[src/rbsh_pkg.sv]
// shared widths and types for the ray box slab hit test
`default_nettype none
package rbsh_pkg;

  localparam int unsigned CoordW = 32;
  localparam int unsigned SizeW  = 31;
  localparam int unsigned NumW   = CoordW + 2;
  localparam int unsigned DenW   = CoordW;
  localparam int unsigned HalfW  = DenW / 2;
  localparam int unsigned PartW  = NumW + HalfW + 1;
  localparam int unsigned ProdW  = NumW + DenW + 1;
  localparam int unsigned InDataW  = 256;
  localparam int unsigned OutDataW = 8;

  typedef struct packed {
    logic                   active;
    logic signed [NumW-1:0] t_in;
    logic signed [NumW-1:0] t_out;
    logic        [DenW-1:0] den;
  } slab_t;

endpackage
`default_nettype wire

[src/rbsh_mul.sv]
// two-stage signed numerator by unsigned denominator multiplier
`default_nettype none
module rbsh_mul (
  input  wire logic                               clk_i,
  input  wire logic                               part_en_i,
  input  wire logic                               sum_en_i,
  input  wire logic signed [rbsh_pkg::NumW-1:0]   num_i,
  input  wire logic        [rbsh_pkg::DenW-1:0]   den_i,
  output      logic signed [rbsh_pkg::ProdW-1:0]  prod_o
);

  logic signed [rbsh_pkg::PartW-1:0] part_lo_q, part_lo_d;
  logic signed [rbsh_pkg::PartW-1:0] part_hi_q, part_hi_d;
  logic signed [rbsh_pkg::ProdW-1:0] prod_q, prod_d;

  always_comb begin
    part_lo_d = rbsh_pkg::PartW'(num_i)
              * rbsh_pkg::PartW'($signed({1'b0, den_i[rbsh_pkg::HalfW-1:0]}));
    part_hi_d = rbsh_pkg::PartW'(num_i)
              * rbsh_pkg::PartW'($signed({1'b0, den_i[rbsh_pkg::DenW-1:rbsh_pkg::HalfW]}));
    prod_d    = (rbsh_pkg::ProdW'(part_hi_q) <<< rbsh_pkg::HalfW)
              + rbsh_pkg::ProdW'(part_lo_q);
  end

  always_ff @(posedge clk_i) begin
    if (part_en_i) begin
      part_lo_q <= part_lo_d;
      part_hi_q <= part_hi_d;
    end
    if (sum_en_i) begin
      prod_q <= prod_d;
    end
  end

  assign prod_o = prod_q;

endmodule
`default_nettype wire

[config.mk]
export PLATFORM = sky130hd
export DESIGN_NAME = rbsh_mul
export DESIGN_NICKNAME = d
export VERILOG_FILES = /design/src/rbsh_pkg.sv /design/src/rbsh_mul.sv
export SDC_FILE = /design/constraint.sdc
export NUM_CORES = 2
export LEC_CHECK = 0
export ABC_AREA = 1
export BUFFER_PORTS_ARGS = -buffer_cell sky130_fd_sc_hd__buf_2
export CORE_MARGIN = 5
export CORE_UTILIZATION = 32
export CTS_BUF_LIST = sky130_fd_sc_hd__clkbuf_4 sky130_fd_sc_hd__clkbuf_8
export DETAILED_ROUTE_END_ITERATION = 10
export HOLD_SLACK_MARGIN = 0.03
export PLACE_DENSITY = 0.45
export REMOVE_ABC_BUFFERS = 1
export SYNTH_ARGS = -nofsm -noshare
export SYNTH_HDL_FRONTEND = slang
export SYNTH_SLANG_ARGS = --single-unit
[constraint.sdc]
create_clock -name clk_i -period 7 [get_ports clk_i]
set_clock_uncertainty 0.2 [all_clocks]
set_input_delay 1.75 -clock clk_i [delete_from_list [all_inputs] [get_ports clk_i]]
set_output_delay 1.75 -clock clk_i [all_outputs]
set_load 0.05 [all_outputs]
== After elaboration in Yosys (flattened, before gate mapping) ==
Cells that the tools add are included.
Widths: inputs -> output; s select.
Storage, ports and cells
  flip-flop bits (word level): 169
  input bits: 69
  output and inout bits: 67
  logic and storage cells: 6
Cells by class
  add/sub/neg operators: 1
  multiply operators: 2
Operators with widths (number)
  $mul 34x17->51: 2
  $add 67x51->67: 1

== Depth between registers and ports, before layout ==
  word-level depth: 1
  mapped depth: 29
  mapped depth without buffers: 27

== Worst setup path before layout ==
OpenSTA, ideal clock, no wires.
  kind: input to register
  start point: in den_i[22] in the netlist's numbering
  end point: reg part_hi_q[42] in the netlist's numbering, data pin
  library setup time: 0.253 ns
  arrival time: 6.769 ns
  required time: 6.547 ns
  path slack: -0.222 ns
  stages on the path: 21
  buffers on the path: 2
  path through: clkbuf_1 -> clkbuf_1 -> nand2_1 -> fa_1 -> inv_1 -> fa_1 -> fa_1 -> fa_1 -> fa_1 -> inv_1 -> fa_1 -> inv_1 -> ha_1 -> nand2_2 -> nor2_2 -> inv_1 -> nor2_2 -> and2_1 -> nand3_1 -> nand4_1 -> nand2_1
Between the ends
  cells in the longest elaborated chain, start to end: 1
RTL lines
  start: declaration: line rbsh_mul.sv:8  | input wire logic [rbsh_pkg::DenW-1:0] den_i,
  $mul 34x17->51: line rbsh_mul.sv:20  | * rbsh_pkg::PartW'($signed({1'b0, den_i[rbsh_pkg::DenW-1:rbsh_pkg::HalfW]}));
  net part_hi_d (one bit): line rbsh_mul.sv:13  | logic signed [rbsh_pkg::PartW-1:0] part_hi_q, part_hi_d;
  end signal: assignment: line rbsh_mul.sv:28  | part_hi_q <= part_hi_d;
  end: declaration: line rbsh_mul.sv:13
The timed path passes the listed nets, and every way through them passes these cells.
A chain may end at the register's enable or synchronous reset.

== Final worst setup path ==
  start point: in num_i[25] in the netlist's numbering
  end point: reg part_lo_q[40] in the netlist's numbering, data pin
Between the ends
  cells in the longest elaborated chain, start to end: 1
RTL lines
  start: declaration: line rbsh_mul.sv:7  | input wire logic signed [rbsh_pkg::NumW-1:0] num_i,
  $mul 34x17->51: line rbsh_mul.sv:18  | * rbsh_pkg::PartW'($signed({1'b0, den_i[rbsh_pkg::HalfW-1:0]}));
  net part_lo_d (one bit): line rbsh_mul.sv:12  | logic signed [rbsh_pkg::PartW-1:0] part_lo_q, part_lo_d;
  end signal: assignment: line rbsh_mul.sv:27  | part_lo_q <= part_lo_d;
  end: declaration: line rbsh_mul.sv:12
The timed path passes the listed nets, and every way through them passes these cells.

==> impl_results.md <==
- Outcome: completed
- Commonest cells in the netlist: nand2_1 (2211), inv_1 (2200), fa_1 (1035), ha_1 (292), nor2_1 (236)
- Number of max-cap violations: 0
- Slew HR: 28.5%
- Highest cell delay on the worst timing path: roughly 0.63 ns
- Yosys Warn Count: 0
- Final Hold Vio Count: 0
- Clock latency on the worst-skew pair: around 0.59 ns
- Estimated wirelength of the detail-placed design: between 100000 and 150000 um
- TritonCTS clock tree: done
- Endpoints failing setup: 0
- Post-route insts no fill: roughly 9600
- Crit-path cells: buf_2, buf_12, buf_4, nand2_1, fa_1, inv_1, fa_1, fa_1, fa_1, fa_1, inv_1, fa_1, inv_1, ha_2, nand2_1, nor2_4, inv_1, buf_4, nor3_4, nand3_2, nand4_1, nand2_1
- Period Utilization, post-route: slightly below 100%
- WHS Endpoint: prod_o[13]$_DFFE_PP_
- I/O pin count: ~140
- Number of global-route vias before repair: between 40000 and 50000
- Die Height: around 410 um
- Nets: roughly 9000
- Top cells by area, synth: fa_1 (40%), nand2_1 (16%), inv_1 (16%)
- Row cnt: 146
- Worst hold stages: 0
- Post-synthesis register bit count: 169
- Sink Count: about 170
- PortBufs: 135
- CTS H-tree depth: 4
- Post-synth ARST share: 0%
- Reg-to-Reg Start: part_lo_q[50]$_DFFE_PP_
- Slew of the pin with the lowest slew margin: 1.07 ns
- Dominant synthesized flop cell: edfxtp_1
- CP most frequent cell: fa_1
- Largest net degree at the start of global routing: just under 70
- Grt total ovfl: 0
- Placed cells: 9542
- Worst Path Required: between 7 and 8 ns
- DRT antenna net count: 0
- Root Driver: clkbuf_8
- Gr usage total: between 15 and 20%
- Layout area overhead: 19.5%
- Avg WL per Cell: roughly 17 um
- Hold WC Path Type: reg -> reg
- Chip width: around 400 um
- Cells after synthesis: around 6900
- Slowest-stage cell, CP: fa_1
- Data arrival, critical path: about 7.0 ns
- Hold Startpoint: part_lo_q[13]$_DFFE_PP_
- Starting Density: between 30% and 40%
- Drt pass-1 iters: 7
- GP Congestion: around 0.9
- Count leader, synth: nand2_1
- CP delay by family, top: adder cells
- First-pass GRT wire length: 260000 um
- Mapped Avg Cell Area: between 7 and 8 sq um
- Largest area contributor in the netlist: fa_1
- Number of flops mapped to enable cells by yosys: ~170
- Longest Clk Path Bufs: 2
- CP startpoint kind: primary input
- Fin. max-slew vios: 0
- CTS buffer count: 17
- Initial antenna violation count: 4
- Post-route DRC: 0
- Sequential share of the synthesized area: 9.91%
- Layout cell share with drive strength beyond 1: ~14%
- Clock-pin slew on the worst setup and hold paths: 0.15 ns
- Synth unique cells: 37
- Mapped Area: between 50000 and 60000 sq um
- CTS hold repair buffers: 0
- Worst R2R End: prod_o[52]$_DFFE_PP_
- CP max FO: 18
- Min Tclk post-route: 6.87 ns
- Critical path type: in -> reg
- Fmax: 146 MHz
- DRT iter0 DRCs: roughly 2300
- Post-Route WL: around 170000 um
- R2R Setup Slk: around 3.8 ns
- Core Footprint: approximately 160000 sq um
- Routed vias: around 42000
- Share of the synthesized area in the top cell type: between 40% and 50%
- Worst setup EP type: flip-flop
- Hold slack: about 0.22 ns
- Vias per inst: about 4.4
- Buf+Inv Stages, Crit Path: 8
- R2r worst-path depth: 8
- Die Area: between 150000 and 200000 sq um
- RSZ-0062 raised after global routing: true
==> through the flow <==
stage	util, %	TNS (ns)	worst slack [ns]	cell area, sq um
finish	38.5	0	0.133	61200
global route	38.5	-0.164	-0.0298	61200
CTS	37.8	0	0.0111	60000
detailed placement	37.5	-39.97	-0.762	59500
global placement	37.5	-38.81	-0.790	59500
floorplan	-	0	0.0917	50300
==> registers in the layout (all words and copies together) (netlist names) <==
register	count
prod_o	67
part_lo_q	51
part_hi_q	51
==> kinds of logic after synthesis <==
family	Yosys count	synth area share, %
flops	169	9.91
fa+ha+maj	1327	47.6
simple gates	2704	20.9
buf+inv	2432	17.8
xor+xnor	88	1.51
compound gates	208	2.24
==> metal layers <==
layer  wire, um  track usage (%)  up-vias
li1           -                -    20500
met1      81700             29.2    21000
met2      76700             32.9      757
met3       6330             1.28      101
met4       2400             2.51        2
met5         20                0        -
==> how the worst max path moves through the flow <==
stage / start / end / cells after the start
detailed placement: den_i[2] / part_lo_q[25]$_DFFE_PP_ / 24
finish: num_i[25] / part_lo_q[40]$_DFFE_PP_ / 22
global placement: den_i[2] / part_lo_q[25]$_DFFE_PP_ / 22
CTS: den_i[28] / part_hi_q[33]$_DFFE_PP_ / 26
floorplan: den_i[18] / part_hi_q[42]$_DFFE_PP_ / 19
global route: num_i[24] / part_lo_q[40]$_DFFE_PP_ / 22
==> layout make-up <==
type	count	area, sq um
Multi-Input combinational cell	4327	37900
Clock inverter	15	156
Clock buffer	17	234
Antenna cell	2	5.00
Inverter	2202	8270
Fill cell	16700	97600
Timing Repair Buffer	786	6990
Tap cell	2072	2590
Sequential cell	169	5070
==> cells in the final DEF (no fill, tap or decap), drive strengths merged <==
| master | count |
|---|---|
| o21a | 3 |
| clkbuf | 32 |
| nand3b | 6 |
| inv | 2209 |
| nand4 | 47 |
| nor2 | 263 |
| a21boi | 1 |
| and3 | 1 |
| xnor2 | 28 |
| nand2 | 2223 |
| fa | 1035 |
| a21oi | 140 |
| or2 | 4 |
| diode | 2 |
| o21ai | 45 |
| buf | 771 |
| edfxtp | 169 |
| ha | 292 |
| clkinvlp | 4 |
| nand3 | 129 |
| o21bai | 11 |
| xor2 | 60 |
| o211ai | 4 |
| and2 | 8 |
| a21o | 4 |
| nor3 | 23 |
| clkinv | 4 |
==> worst register-to-register path, cell delays in order, from the launching register on <==
cell      delay, ns
edfxtp_1       1.06
ha_1           0.50
nand2_1        0.15
nor2_1         0.18
nand2_1        0.12
nor3_1         0.31
nand3_1        0.16
nand4_1        0.12
nand2_1        0.10
==> what timing repair did <==
| action | CTS | global route |
|---|---|---|
| hold endpoints to repair | 0 | 0 |
| resized for setup | 8 | 258 |
| setup buffers | 0 | 4 |
| setup endpoints to repair | 9 | 65 |
| cloned | 0 | 10 |
| pin swaps | 0 | 35 |
Power is not shown: default switching activity piles up to over one toggle a cycle in this logic, so the estimate is an artifact.
